`src/nps_pkg.sv`:
```
package nps_pkg;

    localparam int VALUE_BITS_DEFAULT = 32;
    localparam int START_BITS         = 32;
    localparam int PRIME_BITS         = 32;

    localparam int SMALLEST_PRIME     = 2;
    localparam int FIRST_DIVISOR      = 3;
    localparam int FIRST_COMPOSITE    = 4;
    localparam int DIVISOR_STEP       = 2;

endpackage

```
`src/next_prime_search.sv`:
```
// Smallest prime at or above the start value, by trial division.
// Each candidate is tested in turn: the small cases are settled directly, else each odd
// divisor tried is checked with the radix-2 restoring divider.
// Throughput: one word at a time; the next word is taken once the result is loaded into
// the output register, even while that result still waits there to be taken.
// Reset (rst_n low, asynchronous) returns to idle and drops any pending result.
module next_prime_search
    import nps_pkg::*;
#(
    parameter int VALUE_BITS = VALUE_BITS_DEFAULT
)
(
    input  logic                  clk,
    input  logic                  rst_n,
    input  logic                  s_tvalid,
    output logic                  s_tready,
    input  logic [START_BITS-1:0] s_tdata,   // [31:0] start_value
    output logic                  m_tvalid,
    input  logic                  m_tready,
    output logic [PRIME_BITS-1:0] m_tdata,   // [31:0] prime_value
    output logic                  m_tuser    // [0] no_prime_fits
);

    localparam int W     = VALUE_BITS;
    localparam int CNT_W = $clog2(W);

    localparam logic [2:0] ST_IDLE  = 3'd0;
    localparam logic [2:0] ST_TEST  = 3'd1;
    localparam logic [2:0] ST_DIV   = 3'd2;
    localparam logic [2:0] ST_CHECK = 3'd3;
    localparam logic [2:0] ST_ADV   = 3'd4;
    localparam logic [2:0] ST_DONE  = 3'd5;

    logic [2:0]            state_reg, state_next;
    logic [W-1:0]          cand_reg,  cand_next;
    logic [W-1:0]          dvd_reg,   dvd_next;
    logic [W-1:0]          rem_reg,   rem_next;
    logic [W-1:0]          div_reg,   div_next;
    logic [CNT_W-1:0]      cnt_reg,   cnt_next;
    logic                  fit_reg,   fit_next;
    logic                  ovalid_reg, ovalid_next;
    logic [PRIME_BITS-1:0] odata_reg, odata_next;
    logic                  ouser_reg, ouser_next;

    logic [W+START_BITS-1:0] in_wide;
    logic [W+PRIME_BITS-1:0] cand_wide;
    logic [W:0]              trial;
    logic [W:0]              diff;
    logic                    qbit;
    logic                    out_free;

    assign in_wide   = {{W{1'b0}}, s_tdata};
    assign cand_wide = {{PRIME_BITS{1'b0}}, cand_reg};
    assign trial     = {rem_reg, dvd_reg[W-1]};
    assign diff      = trial - {1'b0, div_reg};
    assign qbit      = ~diff[W];
    assign out_free  = ~ovalid_reg | m_tready;

    assign s_tready = (state_reg == ST_IDLE);
    assign m_tvalid = ovalid_reg;
    assign m_tdata  = odata_reg;
    assign m_tuser  = ouser_reg;

    always_comb
    begin
        state_next  = state_reg;
        cand_next   = cand_reg;
        dvd_next    = dvd_reg;
        rem_next    = rem_reg;
        div_next    = div_reg;
        cnt_next    = cnt_reg;
        fit_next    = fit_reg;
        ovalid_next = ovalid_reg;
        odata_next  = odata_reg;
        ouser_next  = ouser_reg;

        if (ovalid_reg && m_tready)
        begin
            ovalid_next = 1'b0;
        end

        case (state_reg)
            ST_IDLE:
            begin
                if (s_tvalid)
                begin
                    cand_next  = in_wide[W-1:0];
                    state_next = ST_TEST;
                end
            end
            ST_TEST:
            begin
                if (cand_reg < W'(SMALLEST_PRIME))
                begin
                    state_next = ST_ADV;
                end
                else if (cand_reg < W'(FIRST_COMPOSITE))
                begin
                    fit_next   = 1'b1;
                    state_next = ST_DONE;
                end
                else if (!cand_reg[0])
                begin
                    state_next = ST_ADV;
                end
                else
                begin
                    div_next   = W'(FIRST_DIVISOR);
                    dvd_next   = cand_reg;
                    rem_next   = '0;
                    cnt_next   = '0;
                    state_next = ST_DIV;
                end
            end
            ST_DIV:
            begin
                // shift one quotient bit in per cycle
                rem_next = qbit ? diff[W-1:0] : trial[W-1:0];
                dvd_next = {dvd_reg[W-2:0], qbit};
                cnt_next = cnt_reg + CNT_W'(1);
                if (cnt_reg == CNT_W'(W - 1))
                begin
                    state_next = ST_CHECK;
                end
            end
            ST_CHECK:
            begin
                if (div_reg > dvd_reg)
                begin
                    fit_next   = 1'b1;
                    state_next = ST_DONE;
                end
                else if (rem_reg == '0)
                begin
                    state_next = ST_ADV;
                end
                else
                begin
                    div_next   = div_reg + W'(DIVISOR_STEP);
                    dvd_next   = cand_reg;
                    rem_next   = '0;
                    cnt_next   = '0;
                    state_next = ST_DIV;
                end
            end
            ST_ADV:
            begin
                if (cand_reg == '1)
                begin
                    fit_next   = 1'b0;
                    state_next = ST_DONE;
                end
                else
                begin
                    cand_next  = cand_reg + W'(1);
                    state_next = ST_TEST;
                end
            end
            ST_DONE:
            begin
                if (out_free)
                begin
                    ovalid_next = 1'b1;
                    odata_next  = fit_reg ? cand_wide[PRIME_BITS-1:0] : '0;
                    ouser_next  = ~fit_reg;
                    state_next  = ST_IDLE;
                end
            end
            default:
            begin
                state_next = ST_IDLE;
            end
        endcase
    end

    always_ff @(posedge clk or negedge rst_n)
    begin
        if (!rst_n)
        begin
            state_reg  <= ST_IDLE;
            ovalid_reg <= 1'b0;
        end
        else
        begin
            state_reg  <= state_next;
            ovalid_reg <= ovalid_next;
        end
    end

    always_ff @(posedge clk)
    begin
        cand_reg  <= cand_next;
        dvd_reg   <= dvd_next;
        rem_reg   <= rem_next;
        div_reg   <= div_next;
        cnt_reg   <= cnt_next;
        fit_reg   <= fit_next;
        odata_reg <= odata_next;
        ouser_reg <= ouser_next;
    end

endmodule

```
`config.mk`:
```
export PLATFORM = sky130hd
export DESIGN_NAME = next_prime_search
export DESIGN_NICKNAME = d
export VERILOG_FILES = /design/src/nps_pkg.sv /design/src/next_prime_search.sv
export SDC_FILE = /design/constraint.sdc
export NUM_CORES = 1
export LEC_CHECK = 0
export BUFFER_PORTS_ARGS = -buffer_cell sky130_fd_sc_hd__buf_4
export CAP_MARGIN = 20
export CORE_UTILIZATION = 60
export CTS_CLUSTER_SIZE = 12
export DETAILED_ROUTE_END_ITERATION = 6
export PLACE_DENSITY = 0.79
export RECOVER_POWER = 50
export SYNTH_ARGS = -nofsm -noshare
export SYNTH_HDL_FRONTEND = slang
export SYNTH_SLANG_ARGS = --single-unit
```
`constraint.sdc`:
```
create_clock -name clk -period 8.1 [get_ports clk]
set_input_delay 0.81 -clock clk [delete_from_list [all_inputs] [get_ports clk]]
set_output_delay 0.81 -clock clk [all_outputs]
set_load 0.005 [all_outputs]
```
* Word-level counts from Yosys, hierarchy flattened
Index checks and enable logic that the tools add are counted.
** Storage, ports and cells
- Bits in registers :: 171
- Input port bits :: 36
- Output and inout port bits :: 35
- Word-level logic and storage cells :: 99
** Operators by class
- $add $sub $neg :: 4
- Magnitude comparators :: 3
- Equality and inequality tests :: 19
- Multiplexer cells :: 46
- Bitwise logic cells :: 4
- Reductions and logical operators :: 13
** Operator list (count)
- $mux W32 :: 18
- $pmux W32 S3 :: 2
- $pmux W32 S2 :: 2
- $sub A33 B32 Y33 :: 1
- $add A32 B1 Y32 const B :: 1
- $add A32 B2 Y32 const B :: 1
- $eq A32 B32 Y1 const B :: 1
- $gt A32 B32 Y1 :: 1
- $logic_not A32 Y1 :: 1
- $lt A32 B2 Y1 const B :: 1
- $lt A32 B3 Y1 const B :: 1
- $mux W3 :: 9
- $mux W5 :: 5
- $ne A2 B2 Y1 const B :: 12
- $pmux W3 S6 :: 1
- $pmux W5 S3 :: 1
- $reduce_and A6 Y1 :: 2
- $mux W1 :: 7
- $eq A3 B2 Y1 const B :: 2
- $eq A3 B3 Y1 const B :: 2
- $reduce_and A3 Y1 :: 2
- $reduce_bool A3 Y1 :: 2
- $add A5 B1 Y5 const B :: 1
- $eq A5 B5 Y1 const B :: 1
- other kinds (9) :: 12

* Depth between registers and ports, before layout
Gate-level depths: netlist (run 1).
- Depth after elaboration :: 4
- Gate-level depth with buffers :: 14

* Worst setup path before layout (run 1)
No wires, ideal clock.
- Kind :: reg-to-reg
- Start :: register div_reg[21]
- End :: register cnt_reg[0] (enable)
- Setup time :: 0.519 ns
- Arrival :: 5.041 ns
- Required time :: 7.581 ns
- Slack :: 2.540 ns
- Stages on the path, launching flop included :: 10
- Path buffers :: 0
- Period minus slack after synthesis :: 5.560 ns
- Cells stage by stage :: edfxtp_1 ha_1 a21o_1 a21o_1 a21oi_1 o21ai_0 a21oi_1 a21oi_1 o21a_1 a21oi_1
** On the way
- Word-level cells in the longest chain between the ends :: 3
** Ends and longest elaborated chain
- from (decl) :: RTL line next_prime_search.sv:38 : logic [W-1:0] div_reg, div_next;
- from (signal assigned) :: RTL line next_prime_search.sv:195 : div_reg <= div_next;
- $gt A32 B32 Y1 :: RTL line next_prime_search.sv:128 : if (div_reg > dvd_reg)
- $ne A2 B2 Y1 (no source line)
- $reduce_and A6 Y1 (no source line)
- to (signal assigned) :: RTL line next_prime_search.sv:196 : cnt_reg <= cnt_next;
- to (decl) :: RTL line next_prime_search.sv:39 : logic [CNT_W-1:0] cnt_reg, cnt_next;
No other way between the ends.
A chain may end at the register's enable or synchronous reset.

* Final worst setup path (run 1)
- Start :: register state_reg[0]
- End :: register dvd_reg[31], data pin
** On the way
- Word-level cells in the longest chain between the ends :: 2
- Elaborated cells between the ends (all ways) :: 4
- Those cells by class :: 3 x eq/ne; 1 x mux
** Ends and longest elaborated chain
- from (decl) :: RTL line next_prime_search.sv:34 : logic [2:0] state_reg, state_next;
- from (signal assigned) :: RTL line next_prime_search.sv:185 : state_reg <= state_next;
- $eq A3 B2 Y1 or $eq A3 B1 Y1 (tied branches) :: RTL line next_prime_search.sv:82 : case (state_reg)
- $pmux W32 S3 (*) :: RTL line next_prime_search.sv:82
- net dvd_next[31] :: RTL line next_prime_search.sv:36 : logic [W-1:0] dvd_reg, dvd_next;
- to (signal assigned) :: RTL line next_prime_search.sv:193 : dvd_reg <= dvd_next;
- to (decl) :: RTL line next_prime_search.sv:36
The timed path passes the listed nets; every way through them passes the cells marked *.

==> flow_summary_export.csv, run 1 <==
group,metric,value,unit
status,status,"complete, but fails checks",
status,violations,"max-capacitance violations, max-slew violations",
finish,num_antenna_cells,0,
finish,n_fill_cell,1354,
logic_synthesis,syn_area,10610,um^2
cts,cts.sinks,170,
cts,cts_max_level,4,
hold_path,min_path_type,"input pin to asynchronous set/reset pin",
route,post_drt_wl_per_cell,17.50,um
timing,clock_skew,0.01098,ns
finish,postLayoutCellArea,11860,um^2
setup_path,crit_arrival,4.86,ns
die,rows,48,
global_route,grt_pass1_wl,39190,um
finish,fin_nets,1231,
power,total_power,0.005679,W
setup_path,path_cells,"nor2_1, nand2_2, clkbuf_1, o21ai_0",
route,firstDrtPassIters,5,
logic_synthesis,synth.area.top_cells,"edfxtp_1, ha_1, nand2_1",
route,vias,8140,
die,start_util,61.35,%
timing,setup_tns,0,ns
finish,synthToLayoutAreaGrowth,11.73,%
setup_path,cp_slowest_cell,"clkbuf_1",
power,power.leakage,4.833,nW
global_route,grt_max_degree,95,
global_route,track_usage,27.80,%
timing,post-route-period-util,60.90,%
placement,io_buffers,70,
placement,pre_cts_slack,4.119,ns
finish,drive_above_1_share,10.17,%
timing,fin_ws,3.167,ns
run,cap_violations,3,
route,initialDrtViolationCount,765,
setup_path,cp_max_fo,94,
route,ant_nets,0,
cts,hold_buffers,0,
route,drt-total-wl,23910,um
logic_synthesis,synth-seq-cells,170,
logic_synthesis,ys_seq_area_share,47.92,%
placement,hpwl,17150,um
setup_path,crit_type,"flop to flop",
logic_synthesis,yosysTopAreaCell,"edfxtp_1",
die,ios,71,
logic_synthesis,synth_edf_count,166,
die,coreArea,17300,um^2
global_route,grt-ovfl-total,0,
logic_synthesis,ys.flop_type,"edfxtp_1",
route,drcViolationCount,0,
global_route,grt_pass1_vias,7894,
timing,max_slew_margin,-150.6,%
placement,gp_congestion,0.8782,
cts,cts_setup_buffers,0,
timing,max_freq,202.7,MHz
cts,clk_path_buf_depth,2,
die,die_w,135.0,um
setup_path,critPathCaptureType,"flop",
timing,worstMarginPinSlew,3.760,ns
placement,dpl_cell_area,11330,um^2
power,power_density,479.0,nW/um^2
setup_path,startpoint_type,"flop",
setup_path,slowest_delay,2.67,ns
logic_synthesis,syn_nets,1168,
timing,rsz0062_at_grt,"false",
timing,slew_violations,184,
cts,clockRootBuffer,"clkbuf_16",
timing,setup_violations,0,
cts,numCtsBuffers,17,
logic_synthesis,syn_avg_cell_area,9.964,um^2
route,routed_via_density,5.959,
logic_synthesis,syn_inst,1065,
die,dieArea,18220,um^2
logic_synthesis,ys_types,63,
timing,final-hold-violation-count,0,
power,ir_drop,0.0005930,V
logic_synthesis,synthArstFlopShare,2.353,%
logic_synthesis,yosysWarnings,0,
die,die_h,135.0,um
timing,fin_crit,4.933,ns
global_route,grt_antenna_before_repair,0,
cts,postCtsResizedCells,0,
setup_path,cp_data_required_time,8.03,ns
cts,tritoncts,"built",
cts,clkTransAtPathRegs,0.07,ns
finish,fin_util,68.55,%
logic_synthesis,synth_top_area_share,46.98,%
cts,insertion_delay,0.44,ns
-- critical path, delay by kind of cell, from the launching register on --
| family | cells | cell delay, ns |
|---|---|---|
| flops | 1 | 0.51 |
| compound gates | 1 | 0.94 |
| buf+inv | 1 | 2.67 |
| simple gates | 2 | 0.28 |
-- synthesized netlist by cell type (all sizes together) (3+ instances only) --
library cell / number
a211oi: 6
a21o: 22
a21oi: 50
a31oi: 6
and2: 39
and3: 23
and4: 8
buf: 6
clkbuf: 28
dfrtp: 4
edfxtp: 166
ha: 66
inv: 73
mux2i: 27
nand2: 130
nand2b: 6
nand3: 30
nand4: 19
nor2: 98
nor2b: 5
nor3: 11
nor4: 23
o211ai: 6
o21a: 6
o21ai: 88
o31ai: 3
xnor2: 52
xor2: 32
-- placed cells by master, fill, tap and decap left out, drive strengths merged, types with 3 or more instances in the layout --
| cell | n |
|---|---|
| edfxtp | 166 |
| nand2 | 130 |
| nor2 | 98 |
| o21ai | 88 |
| inv | 77 |
| ha | 66 |
| clkbuf | 60 |
| xnor2 | 52 |
| a21oi | 50 |
| buf | 39 |
| and2 | 39 |
| xor2 | 32 |
| nand3 | 30 |
| mux2i | 27 |
| and3 | 23 |
| nor4 | 23 |
| a21o | 22 |
| nand4 | 19 |
| nor3 | 11 |
| and4 | 8 |
| nand2b | 6 |
| o21a | 6 |
| o211ai | 6 |
| a31oi | 6 |
| a211oi | 6 |
| nor2b | 5 |
| clkinvlp | 5 |
| dfrtp | 4 |
| o31ai | 3 |
-- final cells by class --
type	count	area [um^2]	share of cell area [%]
Multi-Input combinational cell	787	5104	43.05
Sequential cell	170	5085	42.89
Clock buffer	21	440.4	3.715
Tap cell	225	281.5	2.374
Inverter	74	277.8	2.343
Clock inverter	11	112.6	0.9498
Timing Repair Buffer	78	555.5	4.686
-- per-layer routing --
metal,share of wire (%),routed length [um],vias up,global-route usage [%]
met5,0,0,-,0
met4,1.6,387,0,8.739
met3,6.1,1456,29,3.791
met2,48,11480,263,45.30
met1,44,10580,3905,38.64
li1,-,-,3943,-
-- cell families (layout without fill, tap and decap cells) --
family	count (synthesis)	count (layout)	synth area share (%)
AO/OA/AOI/OAI	208	208	12.13
XOR/XNOR	84	84	6.933
adder cells (fa/ha/maj)	67	67	7.971
buffers and inverters	108	184	4.327
flip-flops	170	170	47.92
multiplexers	28	28	2.653
AND/OR/NAND/NOR	400	400	18.06
-- path summary, 6_finish.rpt --
path | startpoint | to | slack [ns] | cells past startpoint
max in group asynchronous | rst_n | state_reg[0] | 7.75 | 1
worst min-delay path | rst_n | m_tvalid | 0.18 | 1
worst max register to register | state_reg[0] | dvd_reg[31] | 3.17 | 4
worst max-delay path | state_reg[0] | dvd_reg[31] | 3.17 | 4
worst min register to register | m_tvalid | m_tvalid | 0.53 | 2
min in group clk | m_tvalid | m_tvalid | 0.53 | 2
-- metrics by stage --
stage,hold WS [ns],std cells
2_1_floorplan,0.5093,1065
3_3_place_gp,0.5252,1334
3_5_place_dp,0.5144,1334
4_1_cts,0.1462,1366
5_1_grt,0.1940,1366
6_report,0.1780,1366
-- power breakdown --
group | switching (W) | total, W | internal [W]
registers | 0.000333 | 0.00188 | 0.00155
logic | 0.00180 | 0.00301 | 0.00121
clock network | 0.000356 | 0.000785 | 0.000428
Power figures use the tool's default switching activity.
==> inputs of run 2 (changes only) <==
--- a/config.mk
+++ b/config.mk
@@ -5,6 +5,7 @@
 export SDC_FILE = /design/constraint.sdc
 export NUM_CORES = 1
 export LEC_CHECK = 0
+export ABC_AREA = 1
 export BUFFER_PORTS_ARGS = -buffer_cell sky130_fd_sc_hd__buf_4
 export CAP_MARGIN = 20
 export CORE_UTILIZATION = 60
==> constraint.sdc (replaced) <==
create_clock -name clk -period 4.6 [get_ports clk]
set_input_delay 0.46 -clock clk [delete_from_list [all_inputs] [get_ports clk]]
set_output_delay 0.46 -clock clk [all_outputs]
set_load 0.005 [all_outputs]
==> run 2 against run 1 <==
The run still ends with max-capacitance violations, max-slew violations left; sequential cell count unchanged; hold slack improved by 0.10 ns; core utilization decreased by 1.0 points; sequential share of layout area decreased by 5.8 points; routed wire length up 33%; worst setup slack worse by 1.9 ns; clock-buffer cell count decreased by 4; non-clock buffer count grew 3; critical path depth increased by 5; global-route usage grew 3.1 points.
==> flow_summary_export.csv, run 2 <==
group,metric,value,unit
setup_path,rr_endpoint,"dvd_reg[24]",
logic_synthesis,yosysMostFrequentCell,"nand2_1",
global_route,grt_pass1_vias,10630,
setup_path,worst-r2r-setup-slack,1.31,ns
global_route,grt_antenna_before_repair,0,
logic_synthesis,synth-seq-cells,170,
timing,setup_violations,0,
setup_path,crit_arrival,3.39,ns
route,firstDrtPassIters,5,
die,coreArea,20300,um^2
logic_synthesis,yosysTopAreaCell,"edfxtp_1",
timing,post-route-period-util,71.44,%
die,start_util,61.26,%
finish,multiInputGateArea,5907,um^2
global_route,grt-ovfl-total,0,
cts,clk_path_buf_depth,2,
die,dieArea,21310,um^2
logic_synthesis,synth_edf_count,166,
placement,dpl_cell_area,13180,um^2
timing,slew_violations,164,
setup_path,ff2ff_path_depth,9,
setup_path,path_cells,"inv_1, nor2_1, inv_1, nor2_1, clkbuf_1, inv_1, o22ai_1, nor2_4, buf_4",
placement,place_inst,2035,
logic_synthesis,yosysWarnings,0,
timing,max_freq,304.3,MHz
cts,cts.sinks,170,
run,cap_violations,3,
finish,num_antenna_cells,0,
setup_path,crit_type,"flop to flop",
die,die_h,146.0,um
global_route,track_usage,30.86,%
timing,clock_skew,0.01039,ns
cts,insertion_delay,0.44,ns
route,vias,11200,
route,ant_nets,0,
finish,n_fill_cell,1821,
timing,setup_tns,0,ns
status,violations,"max-capacitance violations, max-slew violations",
cts,clkTransAtPathRegs,0.07,ns
logic_synthesis,syn_avg_cell_area,7.226,um^2
route,drcViolationCount,0,
hold_path,whs_path_depth,3,
finish,layout_common_cells,"nand2_1, inv_1, nor2_1",
setup_path,cp_data_required_time,4.70,ns
placement,io_buffers,70,
setup_path,worstReg2RegStart,"state_reg[1]",
status,status,"complete, but fails checks",
setup_path,slowest_delay,0.71,ns
finish,postLayoutCellArea,13700,um^2
placement,hpwl,24230,um
setup_path,crit_top_cell,"inv_1",
setup_path,critPathCaptureType,"flop",
route,drt-total-wl,31680,um
hold_path,min_path_type,"input pin to flop",
timing,max_slew_margin,-22.42,%
logic_synthesis,syn_area,12440,um^2
finish,area.sequential,5085,um^2
setup_path,cp_slowest_cell,"inv_1",
finish,layout.cells.non_filler,2069,
finish,final_common_cell,"nand2_1",
timing,worstMarginPinSlew,1.836,ns
finish,drive_above_1_share,8.227,%
logic_synthesis,syn_inst,1721,
cts,numCtsBuffers,17,
logic_synthesis,synth.area.top_cells,"edfxtp_1, nand2_1, inv_1",
hold_path,hp-start,"s_tdata[25]",
finish,fin_nets,1889,
timing,final-hold-violation-count,0,
route,initialDrtViolationCount,878,
setup_path,startpoint_type,"flop",
logic_synthesis,ys.flop_type,"edfxtp_1",
global_route,grt_pass1_wl,51810,um
timing,fin_crit,3.286,ns
logic_synthesis,synthArstFlopShare,2.353,%
cts,postCtsResizedCells,0,
logic_synthesis,syn_nets,1824,
timing,rsz0062_at_grt,"false",
route,post_drt_wl_per_cell,15.31,um
placement,gp_congestion,0.9653,
die,die_w,146.0,um
cts,tritoncts,"built",
route,routed_via_density,5.414,
hold_path,worst_hold_path.endpoint,"cand_reg[25]",
finish,synthToLayoutAreaGrowth,10.20,%
die,ios,71,
die,rows,52,
cts,clockRootBuffer,"clkbuf_16",
logic_synthesis,synth_top_area_share,40.08,%
global_route,grt_max_degree,85,
logic_synthesis,ys_seq_area_share,40.89,%
logic_synthesis,synth.top_cells.by_count,"nand2_1, inv_1, nor2_1, edfxtp_1, nand3_1",
timing,whs,0.2824,ns
setup_path,cp_max_fo,30,
cts,cts_max_level,4,
logic_synthesis,ys_types,42,
cts,cts_setup_buffers,0,
==> run 2: what timing repair did <==
item | in CTS | in global routing
setup endpoints to repair | 0 | 0
hold buffers | 1 | 0
hold endpoints to repair | 4 | 0
==> run 2: cell families (layout without fill, tap and decap cells) <==
kind of cell	count (synthesis)	count (layout)	share of synthesized area, %
AND/OR/NAND/NOR	952	952	32.76
buffers and inverters	366	444	11.69
flip-flops	170	170	40.89
AO/OA/AOI/OAI	138	138	5.886
adder cells (fa/ha/maj)	67	67	6.801
XOR/XNOR	28	28	1.972
==> run 2: metrics by stage <==
stage	worst slack [ns]	utilization, %
2_1_floorplan	0.7667	-
5_1_grt	1.079	67.51
4_1_cts	1.401	67.69
3_3_place_gp	1.467	64.93
6_report	1.314	67.51
3_5_place_dp	1.401	64.93
==> run 2: routing by layer <==
metal	up-vias	global-route usage (%)	part of all wire, %
met5	-	0	0
met4	0	13.58	3.3
met3	75	3.636	5.7
met2	420	51.89	48
met1	5104	40.21	43
li1	5603	-	-
==> run 2: layout make-up <==
| class | instances | area share, % |
|---|---|---|
| well taps | 270 | 2.465 |
| clock buffers | 17 | 3.104 |
| clock inverters | 15 | 0.9130 |
| inverters | 331 | 9.066 |
| flip-flops and latches | 170 | 37.10 |
| multi-input cells | 1185 | 43.10 |
| repair buffers | 81 | 4.245 |
==> run 2: worst max path at each step <==
stage / start / end / slack, ns
floorplan: cand_reg[1] / cand_reg[0] / 0.77
global placement: dvd_reg[31] / dvd_reg[29] / 1.47
detailed placement: dvd_reg[31] / dvd_reg[28] / 1.40
CTS: dvd_reg[31] / dvd_reg[15] / 1.40
global route: state_reg[1] / dvd_reg[15] / 1.08
finish: state_reg[1] / dvd_reg[24] / 1.31
==> run 2: critical path, delay by kind of cell, from the launching register on <==
family                 cells  cell delay, ns
buffers and inverters      5            1.66
AND/OR/NAND/NOR            3            0.55
flip-flops                 1            0.41
AO/OA/AOI/OAI              1            0.30
Power of run 2 is left out: the tool's default activity adds up to more than one toggle a clock period on the data nets, which glitch-free logic cannot reach.
==> inputs of run 3 (changes only) <==
==> constraint.sdc (replaced) <==
create_clock -name clk -period 3.25 [get_ports clk]
set_input_delay 0.325 -clock clk [delete_from_list [all_inputs] [get_ports clk]]
set_output_delay 0.325 -clock clk [all_outputs]
set_load 0.005 [all_outputs]
==> run 3 against run 2 <==
First-iteration DRC count increased by 5.4%; die area unchanged; sequential share of layout area decreased by 0.13 points; largest cell class unchanged; global-route usage decreased by 0.46 points; sequential cell count unchanged; final cell count increased by 0.19%; the run still ends with max-capacitance violations, max-slew violations left; non-clock buffer count increased by 5; register-to-register slack got worse by 1.0 ns; critical path depth increased by 5; worst setup slack got worse by 1.0 ns; maximum frequency increased by 12%; final area increased by 0.36%.
==> flow_summary_export.csv, run 3 (same netlist as run 2, synthesis figures left out) <==
group,metric,value,unit
cts,numCtsBuffers,17,
setup_path,startpoint_type,"flop",
placement,hpwl,23660,um
timing,max_freq,341.0,MHz
setup_path,worst-r2r-setup-slack,0.32,ns
setup_path,cp_max_fo,22,
global_route,grt_max_degree,85,
status,violations,"max-capacitance violations, max-slew violations",
setup_path,path_buf_inv,1,
setup_path,critPathCaptureType,"flop",
cts,cts_setup_buffers,0,
route,ant_nets,0,
setup_path,cp_slowest_cell,"fa_1",
die,dieArea,21310,um^2
cts,tritoncts,"built",
cts,cts.sinks,170,
finish,layout_common_cells,"nand2_1, inv_1, nor2_1",
hold_path,min_path_type,"input pin to flop",
timing,final-hold-violation-count,0,
placement,io_buffers,70,
die,ios,71,
timing,post-route-period-util,90.24,%
cts,clkTransAtPathRegs,0.07,ns
timing,max_slew_margin,-25.13,%
hold_path,hp-start,"s_tdata[23]",
placement,gp_congestion,0.9603,
timing,setup_tns,0,ns
setup_path,worstReg2RegStart,"div_reg[1]",
timing,setup_violations,0,
timing,worstMarginPinSlew,1.877,ns
timing,slew_violations,119,
die,die_w,146.0,um
cts,clockRootBuffer,"clkbuf_16",
route,firstDrtPassIters,6,
global_route,grt-ovfl-total,0,
finish,num_antenna_cells,0,
route,drt-total-wl,31040,um
die,start_util,61.26,%
setup_path,path_cells,"inv_1, fa_1, nand2_1, nand2_1, nand3_2, nand2_2, nand2_2, nand2_4, nand2_4, nand2_4, nand2_2, nand2_2, nor2_1, nor2_1",
die,coreArea,20300,um^2
route,post_drt_wl_per_cell,14.97,um
finish,final_common_cell,"nand2_1",
setup_path,slowest_delay,0.51,ns
setup_path,crit_arrival,3.13,ns
global_route,track_usage,30.41,%
global_route,grt_pass1_vias,10770,
setup_path,crit_type,"flop to flop",
global_route,grt_antenna_before_repair,0,
cts,insertion_delay,0.44,ns
global_route,grt_pass1_wl,51520,um
cts,clk_path_buf_depth,2,
route,initialDrtViolationCount,925,
finish,synthToLayoutAreaGrowth,10.60,%
setup_path,cp_data_required_time,3.45,ns
hold_path,whs_path_depth,3,
cts,cts_max_level,4,
timing,clock_skew,0.01250,ns
finish,n_fill_cell,1770,
timing,fin_crit,2.933,ns
route,vias,11080,
run,cap_violations,2,
setup_path,rr_endpoint,"rem_reg[10]",
setup_path,critPathTopFamily,"simple AND/OR/NAND/NOR gates",
die,rows,52,
setup_path,crit_top_cell,"nand2_2",
setup_path,ff2ff_path_depth,14,
route,routed_via_density,5.345,
finish,fin_nets,1894,
route,drcViolationCount,0,
hold_path,worst_hold_path.endpoint,"cand_reg[23]",
finish,drive_above_1_share,8.153,%
finish,fin_util,67.76,%
status,status,"complete, but fails checks",
die,die_h,146.0,um
timing,rsz0062_at_grt,"false",
## run 3: layout make-up
cell class	instances	area (um^2)	area share, %
well taps	270	337.8	2.456
multi-input cells	1185	5906	42.94
clock inverters	11	122.6	0.8915
repair buffers	86	624.3	4.539
clock buffers	20	436.7	3.175
inverters	331	1242	9.033
flip-flops and latches	170	5085	36.97
## run 3: layer usage
layer | global-route usage (%) | vias to the layer above | share of wire, %
met5 | 0 | - | 0
li1 | - | 5608 | -
met3 | 3.730 | 65 | 5.6
met4 | 13.89 | 0 | 3.4
met2 | 51.56 | 392 | 47
met1 | 38.94 | 5015 | 44
## run 3: metrics by stage
step | hold WS [ns] | setup slack, ns | cells | cell area [um^2]
2_1_floorplan | 0.02941 | 0.2111 | 1721 | 12450
3_3_place_gp | 0.1214 | 0.4712 | 2040 | 13240
3_5_place_dp | 0.1219 | 0.3807 | 2040 | 13240
4_1_cts | 0.1408 | 0.3733 | 2072 | 13810
5_1_grt | 0.1559 | 0.1135 | 2073 | 13750
6_report | 0.1469 | 0.3172 | 2073 | 13750
## run 3: worst min-delay path: cells and delay by family
kind / cells / cell delay [ns]
buf+inv: 1 / 0.07
simple gates: 2 / 0.09
## run 3: what timing repair did
item | 4_1_cts | 5_1_grt
hold buffers | 1 | 0
resized for setup | 0 | 0
hold endpoints to repair | 4 | 0
## run 3: how the worst max path moves through the flow
stage,from,endpoint,slack [ns],cells after the start
5_1_grt,div_reg[1],rem_reg[14],0.11,13
3_3_place_gp,div_reg[1],rem_reg[16],0.47,14
3_5_place_dp,div_reg[1],rem_reg[10],0.38,14
4_1_cts,div_reg[1],rem_reg[14],0.37,13
2_1_floorplan,dvd_reg[31],cnt_reg[0],0.21,10
6_report,div_reg[1],rem_reg[10],0.32,14
Power of run 3 is left out for the same reason.
